`config.mk`:
```
export PLATFORM = sky130hd
export DESIGN_NAME = bmp24_to_rgb565_stream
export DESIGN_NICKNAME = d
export VERILOG_FILES = /design/src/hdl/bmpr_pkg.sv /design/src/hdl/bmp24_to_rgb565_stream.sv /design/src/hdl/bmpr_parser.sv /design/src/hdl/bmpr_cmd_fifo.sv /design/src/hdl/bmpr_writer.sv
export VERILOG_INCLUDE_DIRS = /design/src /design/src/hdl
export SDC_FILE = /design/constraint.sdc
export NUM_CORES = 1
export LEC_CHECK = 0
export BUFFER_PORTS_ARGS = -buffer_cell sky130_fd_sc_hd__buf_2
export CORE_MARGIN = 3
export CORE_UTILIZATION = 60
export DETAILED_ROUTE_END_ITERATION = 6
export HOLD_SLACK_MARGIN = 0.1
export PLACE_DENSITY_LB_ADDON = 0.12
export SETUP_SLACK_MARGIN = 0.2
export SYNTH_ARGS = -nofsm -noshare
export SYNTH_HDL_FRONTEND = slang
export SYNTH_SLANG_ARGS = --single-unit
```
`constraint.sdc`:
```
create_clock -name i_clk -period 5.2 [get_ports i_clk]
set_clock_uncertainty 0.2 [all_clocks]
set_input_delay 1.04 -clock i_clk [delete_from_list [all_inputs] [get_ports i_clk]]
set_output_delay 1.04 -clock i_clk [all_outputs]
set_load 0.02 [all_outputs]
```
`src/hdl/assert_macros.svh`:
```
// Assertion helpers, sampled on i_clk and held off while i_rst_n is low.
`ifndef ASSERT_MACROS_SVH
`define ASSERT_MACROS_SVH

// Check that an expression holds on every clock edge.
`define BMPR_ASSERT_ALWAYS(lbl, expr, msg) \
    lbl: assert property (@(posedge i_clk) disable iff (!i_rst_n) (expr)) else $error(msg);

// Check that the consequent holds in the same cycle as the antecedent.
`define BMPR_ASSERT_SAME(lbl, ante, cons, msg) \
    lbl: assert property (@(posedge i_clk) disable iff (!i_rst_n) (ante) |-> (cons)) \
        else $error(msg);

// Check that the consequent holds in the cycle after the antecedent.
`define BMPR_ASSERT_NEXT(lbl, ante, cons, msg) \
    lbl: assert property (@(posedge i_clk) disable iff (!i_rst_n) (ante) |=> (cons)) \
        else $error(msg);

`endif

```
`src/hdl/bmpr_pkg.sv`:
```
package bmpr_pkg;

    localparam int MAX_DIM = 1024;
    localparam int DIM_W   = 11;
    localparam int BYTE_W  = 8;
    localparam int COLOR_W = 16;
    localparam int POS_W   = 32;

    localparam int CFG_IDX_W  = 2;
    localparam int CFG_DATA_W = 16;
    localparam logic [CFG_IDX_W-1:0] CFG_SCALE_DOUBLE    = 2'd0;
    localparam logic [CFG_IDX_W-1:0] CFG_SILHOUETTE_MODE = 2'd1;
    localparam logic [CFG_IDX_W-1:0] CFG_FILL_COLOR      = 2'd2;

    localparam logic [1:0] ST_PIXEL   = 2'd0;
    localparam logic [1:0] ST_BAD_SIG = 2'd1;
    localparam logic [1:0] ST_BAD_FMT = 2'd2;
    localparam logic [1:0] ST_BAD_GEO = 2'd3;

    localparam logic [15:0]        BMP_SIGNATURE = 16'h4D42;
    localparam logic [15:0]        BMP_PLANES    = 16'd1;
    localparam logic [15:0]        BMP_BPP       = 16'd24;
    localparam logic [COLOR_W-1:0] SHADE_COLOR   = 16'h2945;
    localparam logic [BYTE_W-1:0]  BYTE_FULL     = 8'hFF;

    localparam logic [POS_W-1:0] POS_SIG    = 32'd1;
    localparam logic [POS_W-1:0] POS_OFFSET = 32'd13;
    localparam logic [POS_W-1:0] POS_WIDTH  = 32'd21;
    localparam logic [POS_W-1:0] POS_HEIGHT = 32'd25;
    localparam logic [POS_W-1:0] POS_FORMAT = 32'd29;
    localparam logic [POS_W-1:0] POS_HDR_END = 32'd33;
    localparam logic [POS_W-1:0] POS_DATA_MIN = 32'd34;

    localparam int FIFO_DEPTH = 4;
    localparam int FIFO_AW    = $clog2(FIFO_DEPTH);
    localparam int FIFO_CW    = $clog2(FIFO_DEPTH + 1);

    typedef struct packed {
        logic [BYTE_W-1:0] byte_value;
        logic              start_of_file;
    } t_in_word;

    typedef struct packed {
        logic [DIM_W-1:0]   pixel_x;
        logic [DIM_W-1:0]   pixel_y;
        logic [COLOR_W-1:0] pixel_color;
        logic [1:0]         status;
        logic               last_of_run;
        logic               image_done;
    } t_out_word;

    // One parsed pixel or error, as handed from parser to writer.
    typedef struct packed {
        logic [DIM_W-1:0]   col;
        logic [DIM_W-1:0]   row;
        logic [COLOR_W-1:0] color;
        logic [1:0]         status;
        logic               scale;
        logic               done;
    } t_cmd;

    function automatic logic [DIM_W-1:0] clamp_dim(input logic [POS_W-1:0] v);
        logic [DIM_W-1:0] res;
        if (v > POS_W'(MAX_DIM)) begin
            res = DIM_W'(MAX_DIM + 1);
        end else begin
            res = v[DIM_W-1:0];
        end
        return res;
    endfunction

endpackage

```
`src/hdl/bmp24_to_rgb565_stream.sv`:
```
// Once its red byte is taken, a pixel's first word goes through the pixel queue and
// then the writer's output register. Throughput: one byte per cycle while the
// four-entry queue has room; the writer gives one word per cycle while i_out_ready is
// high, so a scaled pixel holds the queue for its four words and limits the stream.
// Reset: synchronous, active low; clears parser state, registers and queue.
module bmp24_to_rgb565_stream
    import bmpr_pkg::*;
(
    input  logic                  i_clk,
    input  logic                  i_rst_n,
    input  logic                  i_cfg_we,
    input  logic [CFG_IDX_W-1:0]  i_cfg_index,
    input  logic [CFG_DATA_W-1:0] i_cfg_data,
    input  logic                  i_in_valid,
    output logic                  o_in_ready,
    input  t_in_word              i_in_data,
    output logic                  o_out_valid,
    input  logic                  i_out_ready,
    output t_out_word             o_out_data
);

    logic l_accept;
    logic l_cmd_valid;
    t_cmd l_cmd;
    logic l_full, l_empty, l_pop;
    t_cmd l_head;

    assign o_in_ready = !l_full;
    assign l_accept   = i_in_valid && !l_full;

    bmpr_parser u_parser (
        .i_clk       (i_clk),
        .i_rst_n     (i_rst_n),
        .i_cfg_we    (i_cfg_we),
        .i_cfg_index (i_cfg_index),
        .i_cfg_data  (i_cfg_data),
        .i_accept    (l_accept),
        .i_in_data   (i_in_data),
        .o_cmd_valid (l_cmd_valid),
        .o_cmd       (l_cmd)
    );

    bmpr_cmd_fifo u_fifo (
        .i_clk   (i_clk),
        .i_rst_n (i_rst_n),
        .i_push  (l_cmd_valid),
        .i_cmd   (l_cmd),
        .i_pop   (l_pop),
        .o_full  (l_full),
        .o_empty (l_empty),
        .o_head  (l_head)
    );

    bmpr_writer u_writer (
        .i_clk       (i_clk),
        .i_rst_n     (i_rst_n),
        .i_cmd_valid (!l_empty),
        .i_cmd       (l_head),
        .o_pop       (l_pop),
        .o_out_valid (o_out_valid),
        .o_out_data  (o_out_data),
        .i_out_ready (i_out_ready)
    );

endmodule

```
`src/hdl/bmpr_parser.sv`:
```
module bmpr_parser
    import bmpr_pkg::*;
(
    input  logic                  i_clk,
    input  logic                  i_rst_n,
    input  logic                  i_cfg_we,
    input  logic [CFG_IDX_W-1:0]  i_cfg_index,
    input  logic [CFG_DATA_W-1:0] i_cfg_data,
    input  logic                  i_accept,
    input  t_in_word              i_in_data,
    output logic                  o_cmd_valid,
    output t_cmd                  o_cmd
);

    localparam logic [2:0] PH_HEADER = 3'd0;
    localparam logic [2:0] PH_SKIP   = 3'd1;
    localparam logic [2:0] PH_PIXEL  = 3'd2;
    localparam logic [2:0] PH_PAD    = 3'd3;
    localparam logic [2:0] PH_IDLE   = 3'd4;

    logic                r_scale, r_silhouette;
    logic [COLOR_W-1:0]  r_fill;

    logic [2:0]          r_phase, n_phase;
    logic [POS_W-1:0]    r_pos, n_pos;
    logic [POS_W-1:0]    r_shift, n_shift;
    logic [DIM_W-1:0]    r_width, n_width;
    logic [DIM_W-1:0]    r_height, n_height;
    logic [POS_W-1:0]    r_offset, n_offset;
    logic [DIM_W-1:0]    r_row, n_row;
    logic [DIM_W-1:0]    r_col, n_col;
    logic [1:0]          r_bip, n_bip;
    logic [1:0]          r_pad, n_pad;
    logic [BYTE_W-1:0]   r_blue, n_blue;
    logic [BYTE_W-1:0]   r_green, n_green;
    logic [1:0]          r_rmod, n_rmod;
    logic [1:0]          r_cmod, n_cmod;

    logic [2:0]          l_phase;
    logic [POS_W-1:0]    l_pos;
    logic [POS_W-1:0]    l_shift;
    logic [BYTE_W-1:0]   l_byte;
    logic                l_do_pixel;
    logic [COLOR_W-1:0]  l_color;
    logic                l_key;
    logic [DIM_W-1:0]    l_col_n;
    logic [DIM_W-1:0]    l_row_n;

    always_ff @(posedge i_clk) begin
        if (!i_rst_n) begin
            r_scale      <= 1'b0;
            r_silhouette <= 1'b0;
            r_fill       <= '0;
        end else if (i_cfg_we) begin
            case (i_cfg_index)
                CFG_SCALE_DOUBLE:    r_scale      <= i_cfg_data[0];
                CFG_SILHOUETTE_MODE: r_silhouette <= i_cfg_data[0];
                CFG_FILL_COLOR:      r_fill       <= i_cfg_data;
                default: ;
            endcase
        end
    end

    always_comb begin
        n_phase  = r_phase;
        n_pos    = r_pos;
        n_shift  = r_shift;
        n_width  = r_width;
        n_height = r_height;
        n_offset = r_offset;
        n_row    = r_row;
        n_col    = r_col;
        n_bip    = r_bip;
        n_pad    = r_pad;
        n_blue   = r_blue;
        n_green  = r_green;
        n_rmod   = r_rmod;
        n_cmod   = r_cmod;

        o_cmd_valid = 1'b0;
        o_cmd       = '0;

        l_byte     = i_in_data.byte_value;
        l_phase    = i_in_data.start_of_file ? PH_HEADER : r_phase;
        l_pos      = i_in_data.start_of_file ? '0 : r_pos;
        l_shift    = i_in_data.start_of_file ? '0 : r_shift;
        l_do_pixel = 1'b0;
        l_color    = '0;
        l_key      = 1'b0;
        l_col_n    = DIM_W'(r_col + 1'b1);
        l_row_n    = DIM_W'(r_row + 1'b1);

        if (i_accept) begin
            // Restart drops every parse counter before this byte is taken.
            if (i_in_data.start_of_file) begin
                n_phase  = PH_HEADER;
                n_width  = '0;
                n_height = '0;
                n_offset = '0;
                n_row    = '0;
                n_col    = '0;
                n_bip    = '0;
                n_pad    = '0;
                n_blue   = '0;
                n_green  = '0;
                n_rmod   = '0;
                n_cmod   = '0;
                n_shift  = '0;
            end

            unique case (l_phase)
                PH_HEADER: begin
                    n_shift = {l_byte, l_shift[POS_W-1:BYTE_W]};
                    if (l_pos == POS_SIG && n_shift[31:16] != BMP_SIGNATURE) begin
                        o_cmd_valid  = 1'b1;
                        o_cmd.status = ST_BAD_SIG;
                        n_phase      = PH_IDLE;
                    end
                    if (l_pos == POS_OFFSET) begin
                        n_offset = n_shift;
                    end
                    if (l_pos == POS_WIDTH) begin
                        n_width = clamp_dim(n_shift);
                    end
                    if (l_pos == POS_HEIGHT) begin
                        n_height = clamp_dim(n_shift);
                    end
                    if (l_pos == POS_FORMAT &&
                        (n_shift[15:0] != BMP_PLANES || n_shift[31:16] != BMP_BPP)) begin
                        o_cmd_valid  = 1'b1;
                        o_cmd.status = ST_BAD_FMT;
                        n_phase      = PH_IDLE;
                    end
                    if (l_pos == POS_HDR_END) begin
                        if (n_shift != '0) begin
                            o_cmd_valid  = 1'b1;
                            o_cmd.status = ST_BAD_FMT;
                            n_phase      = PH_IDLE;
                        end else if (r_offset < POS_DATA_MIN ||
                                     r_width > DIM_W'(MAX_DIM) ||
                                     r_height > DIM_W'(MAX_DIM)) begin
                            o_cmd_valid  = 1'b1;
                            o_cmd.status = ST_BAD_GEO;
                            n_phase      = PH_IDLE;
                        end else if (r_width == '0 || r_height == '0) begin
                            n_phase = PH_IDLE;
                        end else if (r_offset == POS_DATA_MIN) begin
                            n_phase = PH_PIXEL;
                        end else begin
                            n_phase = PH_SKIP;
                        end
                    end
                end
                PH_SKIP: begin
                    if (r_pos == r_offset) begin
                        n_phase    = PH_PIXEL;
                        l_do_pixel = 1'b1;
                    end
                end
                PH_PIXEL: begin
                    l_do_pixel = 1'b1;
                end
                PH_PAD: begin
                    if (r_pad != '0) begin
                        n_pad = r_pad - 1'b1;
                    end
                    if (n_pad == '0) begin
                        n_phase = PH_PIXEL;
                    end
                end
                default: begin
                    n_phase = PH_IDLE;
                end
            endcase

            if (l_do_pixel) begin
                case (r_bip)
                    2'd0: begin
                        n_blue = l_byte;
                        n_bip  = 2'd1;
                    end
                    2'd1: begin
                        n_green = l_byte;
                        n_bip   = 2'd2;
                    end
                    default: begin
                        n_bip   = 2'd0;
                        l_color = {l_byte[7:3], r_green[7:2], r_blue[7:3]};
                        l_key   = l_byte == BYTE_FULL && r_green == '0 && r_blue == BYTE_FULL;
                        if (r_silhouette && !l_key) begin
                            l_color = (r_rmod == '0 || r_cmod == '0) ? r_fill : SHADE_COLOR;
                        end
                        o_cmd_valid  = 1'b1;
                        o_cmd.col    = r_col;
                        o_cmd.row    = DIM_W'(r_height - r_row - 1'b1);
                        o_cmd.color  = l_color;
                        o_cmd.status = ST_PIXEL;
                        o_cmd.scale  = r_scale;
                        o_cmd.done   = (l_row_n == r_height) && (l_col_n == r_width);

                        // Advance column, then wrap into the next row or finish.
                        n_col  = l_col_n;
                        n_cmod = (r_cmod >= 2'd2) ? 2'd0 : r_cmod + 1'b1;
                        if (l_col_n >= r_width) begin
                            if (l_row_n >= r_height) begin
                                n_phase = PH_IDLE;
                            end else begin
                                n_row   = l_row_n;
                                n_rmod  = (r_rmod >= 2'd2) ? 2'd0 : r_rmod + 1'b1;
                                n_col   = '0;
                                n_cmod  = '0;
                                n_pad   = r_width[1:0];
                                n_phase = (r_width[1:0] != '0) ? PH_PAD : PH_PIXEL;
                            end
                        end
                    end
                endcase
            end

            // Hold the byte count at its ceiling on very long files.
            n_pos = (l_pos != '1) ? l_pos + 1'b1 : l_pos;
        end
    end

    always_ff @(posedge i_clk) begin
        if (!i_rst_n) begin
            r_phase  <= PH_HEADER;
            r_pos    <= '0;
            r_shift  <= '0;
            r_width  <= '0;
            r_height <= '0;
            r_offset <= '0;
            r_row    <= '0;
            r_col    <= '0;
            r_bip    <= '0;
            r_pad    <= '0;
            r_blue   <= '0;
            r_green  <= '0;
            r_rmod   <= '0;
            r_cmod   <= '0;
        end else begin
            r_phase  <= n_phase;
            r_pos    <= n_pos;
            r_shift  <= n_shift;
            r_width  <= n_width;
            r_height <= n_height;
            r_offset <= n_offset;
            r_row    <= n_row;
            r_col    <= n_col;
            r_bip    <= n_bip;
            r_pad    <= n_pad;
            r_blue   <= n_blue;
            r_green  <= n_green;
            r_rmod   <= n_rmod;
            r_cmod   <= n_cmod;
        end
    end

endmodule

```
`src/hdl/bmpr_cmd_fifo.sv`:
```
module bmpr_cmd_fifo
    import bmpr_pkg::*;
(
    input  logic i_clk,
    input  logic i_rst_n,
    input  logic i_push,
    input  t_cmd i_cmd,
    input  logic i_pop,
    output logic o_full,
    output logic o_empty,
    output t_cmd o_head
);

    t_cmd               r_mem [FIFO_DEPTH];
    logic [FIFO_AW-1:0] r_wr, r_rd;
    logic [FIFO_CW-1:0] r_count;
    logic               l_push, l_pop;

    assign o_full  = r_count == FIFO_CW'(FIFO_DEPTH);
    assign o_empty = r_count == '0;
    assign o_head  = r_mem[r_rd];
    assign l_push  = i_push && !o_full;
    assign l_pop   = i_pop && !o_empty;

    always_ff @(posedge i_clk) begin
        if (l_push) begin
            r_mem[r_wr] <= i_cmd;
        end
    end

    always_ff @(posedge i_clk) begin
        if (!i_rst_n) begin
            r_wr    <= '0;
            r_rd    <= '0;
            r_count <= '0;
        end else begin
            if (l_push) begin
                r_wr <= FIFO_AW'(r_wr + 1'b1);
            end
            if (l_pop) begin
                r_rd <= FIFO_AW'(r_rd + 1'b1);
            end
            case ({l_push, l_pop})
                2'b10:   r_count <= r_count + 1'b1;
                2'b01:   r_count <= r_count - 1'b1;
                default: r_count <= r_count;
            endcase
        end
    end

endmodule

```
`src/hdl/bmpr_writer.sv`:
```
`include "assert_macros.svh"

module bmpr_writer
    import bmpr_pkg::*;
(
    input  logic      i_clk,
    input  logic      i_rst_n,
    input  logic      i_cmd_valid,
    input  t_cmd      i_cmd,
    output logic      o_pop,
    output logic      o_out_valid,
    output t_out_word o_out_data,
    input  logic      i_out_ready
);

    logic       r_out_valid;
    t_out_word  r_out, n_out;
    logic [1:0] r_sub;
    logic       l_load, l_last;

    assign l_load = i_cmd_valid && (!r_out_valid || i_out_ready);
    assign l_last = !i_cmd.scale || r_sub == 2'd3;
    assign o_pop  = l_load && l_last;

    always_comb begin
        n_out             = '0;
        n_out.pixel_color = i_cmd.color;
        n_out.status      = i_cmd.status;
        n_out.last_of_run = l_last;
        n_out.image_done  = i_cmd.done && l_last;
        if (i_cmd.scale) begin
            // Sub-index bit 0 picks the column of the block, bit 1 the row.
            n_out.pixel_x = {i_cmd.col[DIM_W-2:0], r_sub[0]};
            n_out.pixel_y = {i_cmd.row[DIM_W-2:0], r_sub[1]};
        end else begin
            n_out.pixel_x = i_cmd.col;
            n_out.pixel_y = i_cmd.row;
        end
    end

    always_ff @(posedge i_clk) begin
        if (l_load) begin
            r_out <= n_out;
        end
    end

    always_ff @(posedge i_clk) begin
        if (!i_rst_n) begin
            r_out_valid <= 1'b0;
            r_sub       <= '0;
        end else begin
            if (l_load) begin
                r_out_valid <= 1'b1;
                r_sub       <= l_last ? 2'd0 : r_sub + 1'b1;
            end else if (i_out_ready) begin
                r_out_valid <= 1'b0;
            end
        end
    end

    assign o_out_valid = r_out_valid;
    assign o_out_data  = r_out;

    `BMPR_ASSERT_NEXT(a_block_continues, r_out_valid && i_out_ready && !r_out.last_of_run, r_out_valid, "scaled block broke off before its last word")
    `BMPR_ASSERT_SAME(a_done_is_last, r_out_valid && r_out.image_done, r_out.last_of_run, "image done on a word that is not last of run")
    `BMPR_ASSERT_SAME(a_sub_has_head, r_sub != 2'd0, i_cmd_valid, "block in progress without a queued pixel")
    `BMPR_ASSERT_SAME(a_error_zero, r_out_valid && r_out.status != ST_PIXEL, r_out.pixel_x == '0 && r_out.pixel_y == '0 && r_out.pixel_color == '0, "error word carries nonzero payload")

endmodule
```
==> results of run 1 <==
## per-stage QoR
stage	setup slack [ps]	instance area, um^2
after detailed placement	563	19000
after floorplan	1130	18300
after CTS	804	20300
after global routing	275	20300
final	770	20300
after global placement	703	19000
## logic make-up after synthesis
group           share of synthesized area
buf+inv                            0.0349
flops                               0.550
fa+ha+maj                          0.0308
xor+xnor                           0.0363
mux                                0.0706
simple gates                        0.171
compound gates                      0.106
## per-layer routing
layer	routed length, um	part of all wire	up-vias	track usage
li1	-	-	6230	-
met4	1490	0.034	0	0.0967
met2	20700	0.48	451	0.430
met3	2410	0.056	104	0.0401
met1	18700	0.43	6491	0.360
met5	0	0	-	0
## placed cells by master, fill, tap and decap left out, types with 42 or more instances in the layout
cell type and instances:
buf_2 75, nand2_1 146, xnor2_1 56, clkbuf_16 42, a21oi_1 108, dfxtp_1 187, a22oi_1 57, mux4_2 42
ha_1 42, edfxtp_1 210, inv_1 55, nand3_1 57, nor2_1 153, nor3_1 42
## synthesized netlist by cell type (7+ instances only)
cell type	n
a211o_1	7
a211oi_1	9
a21o_1	12
a21oi_1	108
a22o_1	8
a22oi_1	57
a31oi_1	16
and2_1	19
and3_1	33
buf_1	7
buf_2	7
clkbuf_1	61
dfxtp_1	189
edfxtp_1	210
ha_1	42
inv_1	57
mux2_2	23
mux2i_1	9
mux4_2	42
nand2_1	146
nand3_1	57
nand3b_1	21
nand4_1	32
nor2_1	153
nor2b_1	12
nor3_1	43
nor4_1	34
o21ai_0	32
or3_1	12
xnor2_1	56
xor2_1	20
## sequential cells by signal (all words and copies together), names as in the netlist, 2 cells and up, named ones only
signal / count
u_parser.r_col: 11
u_parser.r_shift: 24
u_fifo.r_wr: 2
u_parser.r_phase: 3
u_writer.o_out_data: 42
u_parser.r_bip: 2
u_parser.r_pad: 2
u_fifo.r_count: 3
u_writer.r_sub: 2
u_parser.r_width: 11
u_parser.r_pos: 32
u_fifo.r_mem: 168
u_parser.r_offset: 32
u_parser.r_green: 8
u_parser.r_height: 11
u_parser.r_blue: 8
u_parser.r_cmod: 2
u_parser.r_row: 11
u_fifo.r_rd: 2
u_parser.r_rmod: 2
u_parser.r_fill: 16
## critical path, delay by kind of cell, from the launching register on
family,cells,cell delay (ps)
compound gates,4,950
xor+xnor,1,160
fa+ha+maj,2,570
buf+inv,1,220
flops,1,430
simple gates,7,1800
## final cells by class
class | instances | area, um^2 | area share
Sequential cell | 399 | 10100 | 0.496
Clock inverter | 22 | 215 | 0.0106
Timing Repair Buffer | 101 | 583 | 0.0287
Clock buffer | 53 | 1110 | 0.0547
Multi-Input combinational cell | 1103 | 7630 | 0.375
Tap cell | 390 | 488 | 0.0240
Inverter | 57 | 216 | 0.0106
## power by group
group | switching [uW] | internal [uW]
Combinational | 202 | 91.7
Sequential | 26.0 | 3340
Clock | 1200 | 1680
## final timing paths
path | end | slack, ps | depth (start not counted)
worst max-delay path | u_parser.r_cmod[0] | 770 | 15
worst min-delay path | u_parser.r_fill[9] | 250 | 2
worst max register to register | u_parser.r_cmod[0] | 770 | 15
worst min register to register | u_parser.r_fill[9] | 250 | 2
==> metrics.md, run 1 <==
| Metric | Value |
|---|---|
| Outcome | completed |
| Setup crit start | u_parser.r_row[1] |
| Area overhead of the layout relative to synthesis | 10.9% |
| Worst r2r src | u_parser.r_row[1] |
| Root Buffer | clkbuf_16 |
| Num ports | 76 |
| Hold_ws | 254 ps |
| Leak pwr | 0.00710 uW |
| Placed Cells incl. Taps | 2,050 |
| H-Tree Depth | 2 |
| Asr flop ratio synth | 0 |
| Worst vdd ir | 0.266 mV |
| Count of antenna-violating nets left after detailed routing | 0 |
| Die width | 181 um |
| Die outline height | 181 um |
| Max incr delay on CP | 540 ps |
| Final setup TNS | 0 ps |
| First-pass DRT Iterations | 5 |
| Vias/cell | 6.25 |
| First-pass GRT wire length | 70.0 mm |
| Post-CTS Setup Bufs | 0 |
| Core region area | 29,900 um^2 |
| Syn Area/Cell | 11.1 um^2 |
| Slew HR | 0.382 |
| Unique masters post-synth | 82 |
| Clock Path Buffers | 3 |
| Largest net degree at the start of global routing | 87 |
| Slew Limit Fails | 0 |
| Post-synthesis sequential area ratio | 0.550 |
| Worst Tran Pin Value | 927 ps |
| # DRC | 0 |
| Wire per inst | 20.4 um |
| IO Port Bufs | 75 |
| Ys Warns | 0 |
| Post-cts hold buffer count | 0 |
| Layout Utilization | 0.681 |
| Final worst-path cycle share | 0.852 |
| Unrepaired setup endpoints after global routing | false |
| Fillers | 2,212 |
| GRT Residual Overflow | 0 |
| Starting Density | 0.614 |
| Synth Net Count | 1,722 |
| Hold Crit Start | u_parser.r_fill[9] |
| Initial antenna violation count | 0 |
| CP max FO | 10 |
| CP Data Required Time | 5440 ps |
| TritonCTS buffer count | 41 |
| Area contributors post-synth | edfxtp_1 34%, dfxtp_1 21%, mux4_2 5.2% |
| Number of flops mapped to enable cells by yosys | 210 |
| GRT Util Overall | 0.263 |
| Routability congestion estimate | 0.937 |
| Detailed Place HPWL | 29.1 mm |
| Worst Hold Class | reg -> reg |
| Worst-path clk slew | 60 ps |
| Post-synth top area share | 0.344 |
| Cell Count, Final, Fillers Out | 2,125 |
| Flops & latches, synth | 399 |
| Routed WL | 43.3 mm |
| Share of layout cells above drive strength 1 | 0.152 |
| Highest Clock Rate | 226 MHz |
| Final hold violations | 0 |
| Worst Setup Start Kind | register |
| Slowest cell on crit path | a211oi_2 |
| Area leader, netlist | edfxtp_1 |
| Data arrival, critical path | 4670 ps |
| CP Cell Sequence | ha_1 > nand3_1 > nor3_1 > and3_1 > nand3_1 > xnor2_1 > ha_1 > nand4_1 > nor4_1 > a211o_1 > a211oi_1 > buf_4 > a211oi_2 > or3b_1 > a21oi_1 |
| Detailed Route Iter0 Violations | 1,176 |
| Cell Rows | 63 |
| Critical Path End Type | register |
| Synth Cell Area | 18,300 um^2 |
| Post-CTS sizing | 0 |
| Top FF cell, synth | edfxtp_1 |
| Vias post-DR | 13,276 |
| Inserted Diodes | 0 |
| Post-Synthesis Cells | 1,646 |
| Nets@finish | 1,779 |
| Worst skew pair latency | 540 ps |
| Min cycle time layout | 4430 ps |
| Die area | 32,700 um^2 |
| # setup viols final | 0 |
| CTS tree | yes |
| Power per Cell Area | 321 nW/um^2 |
| Clock sink count | 399 |
| Worst Setup Path Type | reg -> reg |
| Total power | 6530 uW |
| Total of max-cap violations | 0 |
| Vias in the first global route | 13,056 |
(Power assumes the default switching activity.)
==> inputs of run 2 (changes only) <==
- ABC_AREA: unset -> 1
==> run 2 against run 1 <==
Sequential power up 14%. Via count up 37%. Global-route usage up 3.4 points. Total power up 37%. Routed wire length up 27%. Cell area up 12%. Core utilization down 0.25 points. Fmax up 4.6%. Clock-buffer cell count up 2. Sequential share of layout area down 5.4 points. Die area up 12%. Largest cell class unchanged. Highest routed layer unchanged.
==> metrics.md, run 2 <==
| Metric | Value |
|---|---|
| Clock Path Buffers | 3 (unchanged) |
| Worst skew pair latency | 570 ps (was 540 ps) |
| Asr flop ratio synth | 0 (unchanged) |
| Post-Synthesis Cells | 2,562 (was 1,646) |
| Worst Tran Pin Value | 1120 ps (was 927 ps) |
| H-Tree Depth | 2 (unchanged) |
| Largest net degree at the start of global routing | 94 (was 87) |
| Internal power | 6240 uW (was 5110 uW) |
| # setup viols final | 0 (unchanged) |
| Worst Setup Path Type | reg -> reg (unchanged) |
| GRT Residual Overflow | 0 (unchanged) |
| Clock sink count | 399 (unchanged) |
| Worst vdd ir | 0.324 mV (was 0.266 mV) |
| Vias/cell | 5.92 (was 6.25) |
| Detailed Route Iter0 Violations | 1,801 (was 1,176) |
| Min cycle time layout | 4230 ps (was 4430 ps) |
| Slew Limit Fails | 0 (unchanged) |
| Ys Warns | 0 (unchanged) |
| Worst Hold Class | reg -> reg (unchanged) |
| Unique masters post-synth | 52 (was 82) |
| Die width | 191 um (was 181 um) |
| Number of flops mapped to enable cells by yosys | 210 (unchanged) |
| Synth Cell Area | 20,600 um^2 (was 18,300 um^2) |
| IO Port Bufs | 75 (unchanged) |
| Worst slack at placement | 663 ps (was 563 ps) |
| First-pass GRT wire length | 87.7 mm (was 70.0 mm) |
| Data arrival, critical path | 4470 ps (was 4670 ps) |
| Worst-path clk slew | 60 ps (about the same) |
| Syn Area/Cell | 8.03 um^2 (was 11.1 um^2) |
| Most frequent cell after synthesis | nand2_1 (was edfxtp_1) |
| Gate power share | 0.211 (was 0.045) |
| Number of flip-flops in the largest register | 168 (unchanged) |
| Initial antenna violation count | 0 (unchanged) |
| Leading cell types by count after synthesis | 498 x nand2_1, 352 x nor2_1, 233 x inv_1 (was 210 x edfxtp_1, 189 x dfxtp_1, 153 x nor2_1) |
| Routability congestion estimate | 1.00 (was 0.937) |
| Final hold violations | 0 (unchanged) |
| Num ports | 76 (unchanged) |
| Worst Setup Start Kind | register (unchanged) |
| Leak pwr | 0.00921 uW (was 0.00710 uW) |
| Top FF cell, synth | edfxtp_1 (unchanged) |
| Detailed Place HPWL | 37.3 mm (was 29.1 mm) |
| # DRC | 0 (unchanged) |
| Count of antenna-violating nets left after detailed routing | 0 (unchanged) |
| Routed WL | 55.1 mm (was 43.3 mm) |
| NetSw | 2740 uW (was 1430 uW) |
| Post-CTS sizing | 0 (unchanged) |
| TritonCTS buffer count | 44 (was 41) |
| Area contributors post-synth | edfxtp_1 31%, dfxtp_1 18%, nand2_1 9.1% (was edfxtp_1 34%, dfxtp_1 21%, mux4_2 5.2%) |
| Clock power share | 0.363 (was 0.440) |
| Most common cell after layout, fill and taps aside | nand2_1 (was edfxtp_1) |
| Power per Cell Area | 394 nW/um^2 (was 321 nW/um^2) |
| Post-CTS Setup Bufs | 0 (unchanged) |
| Area overhead of the layout relative to synthesis | 10.9% (about the same) |
| Total of max-cap violations | 0 (unchanged) |
| Critical Path End Type | register (unchanged) |
| Post-synth top area share | 0.307 (was 0.344) |
| Unrepaired setup endpoints after global routing | false (unchanged) |
| Highest Clock Rate | 236 MHz (was 226 MHz) |
| Synth Net Count | 2,638 (was 1,722) |
| Outcome | completed (unchanged) |
| Die outline height | 191 um (was 181 um) |
| Most frequent cells in the layout | 497 x nand2_1, 348 x nor2_1, 232 x inv_1 (was 210 x edfxtp_1, 187 x dfxtp_1, 153 x nor2_1) |
| PnR worst setup slack | 965 ps (was 770 ps) |
| Reg power frac | 0.427 (was 0.515) |
| Root Buffer | clkbuf_16 (unchanged) |
| Total power | 8980 uW (was 6530 uW) |
| CP Data Required Time | 5440 ps (about the same) |
| Flops & latches, synth | 399 (unchanged) |
| Wire per inst | 17.9 um (was 20.4 um) |
| Vias post-DR | 18,196 (was 13,276) |
| Core region area | 33,600 um^2 (was 29,900 um^2) |
| Vias in the first global route | 16,990 (was 13,056) |
| Largest register by flop count | u_fifo.r_mem (unchanged) |
| Starting Density | 0.612 (was 0.614) |
| Sw Share | 0.305 (was 0.219) |
| Post-route cell area | 22,800 um^2 (was 20,300 um^2) |
| Die area | 36,500 um^2 (was 32,700 um^2) |
| Share of layout cells above drive strength 1 | 0.0938 (was 0.152) |
| Cell Rows | 67 (was 63) |
| Nets@finish | 2,664 (was 1,779) |
| Inserted Diodes | 0 (unchanged) |
| CTS tree | yes (unchanged) |
| Post-cts hold buffer count | 0 (unchanged) |
| GRT Util Overall | 0.297 (was 0.263) |
| First-pass DRT Iterations | 6 (was 5) |
| Slew HR | 0.253 (was 0.382) |
| CP max FO | 36 (was 10) |
| Dpl cell area | 21,300 um^2 (was 19,000 um^2) |
| Hold_ws | 269 ps (was 254 ps) |
| Post-synthesis sequential area ratio | 0.491 (was 0.550) |
| Final worst-path cycle share | 0.814 (was 0.852) |
| Area leader, netlist | edfxtp_1 (unchanged) |
==> run 2: cell count changes in the layout (fill, tap and decap cells not counted), moves of 21 or more <==
cell and delta:
nand2_1 +351, mux4_2 -42, o21ai_0 +196, nor4_1 -21
nand3b_1 -21, o22ai_1 +36, and3_1 -31, o211ai_1 +30
inv_1 +177, nand3_1 +87, a22oi_1 -57, nor2_1 +195
xnor2_1 -39, a21oi_1 +85
==> run 2: logic make-up after synthesis <==
family | count (synthesis) | synth area share
muxes | 15 | 0.00821
xor gates and xnor gates | 52 | 0.0221
DFF | 399 | 0.491
buffers and inverters | 372 | 0.0725
adders and majority gates | 44 | 0.0275
and+or+nand+nor | 1115 | 0.228
AOI/OAI and AO/OA | 565 | 0.151
==> run 2: final timing paths <==
path / start / endpoint / slack, ps / cells after the start
worst max-delay path: register / u_fifo.r_count[2] / 970 / 13
worst max register to register: register / u_fifo.r_count[2] / 970 / 13
worst min-delay path: u_parser.r_width[6] / u_parser.r_width[6] / 270 / 2
worst min register to register: u_parser.r_width[6] / u_parser.r_width[6] / 270 / 2
==> run 2: layout make-up <==
| type | instances | area (um^2) |
|---|---|---|
| Tap cell | 448 | 561 |
| Timing Repair Buffer | 109 | 668 |
| Sequential cell | 399 | 10100 |
| Clock buffer | 55 | 1180 |
| Clock inverter | 27 | 347 |
| Inverter | 243 | 917 |
| Multi-Input combinational cell | 1791 | 9030 |
| Fill cell | 2790 | 10800 |
==> run 2: power groups by stage <==
stage / sequential (uW) / clock [uW] / combinational, uW
after floorplan: 4080 / 0 / 1130
after global placement: 3890 / 0 / 1820
after detailed placement: 3900 / 0 / 1870
after CTS: 3830 / 3290 / 1890
after global routing: 3860 / 3420 / 2090
final: 3830 / 3260 / 1890
==> run 2: routing by layer <==
layer / up-vias / track usage / part of all wire
met5: - / 0 / 0
met4: 0 / 0.120 / 0.037
met3: 140 / 0.0392 / 0.075
met2: 747 / 0.479 / 0.46
met1: 8592 / 0.409 / 0.43
li1: 8717 / - / -
==> run 2: through the flow <==
stage,instances,util,setup TNS (ps)
2_1_floorplan,2562,-,-3080
3_3_place_gp,2990,0.633,0
3_5_place_dp,2990,0.633,0
4_1_cts,3072,0.678,0
5_1_grt,3072,0.678,0
6_report,3072,0.678,0
==> run 2: critical path, stage by stage (launching register included) <==
cell	delay, ps
dfxtp_2	740
inv_2	380
o21ai_0	250
o22a_1	900
or2_2	280
nand2_1	50
inv_1	180
ha_1	180
inv_1	60
fa_1	380
a21oi_1	140
o21ai_0	120
o21ai_0	170
a21oi_1	70
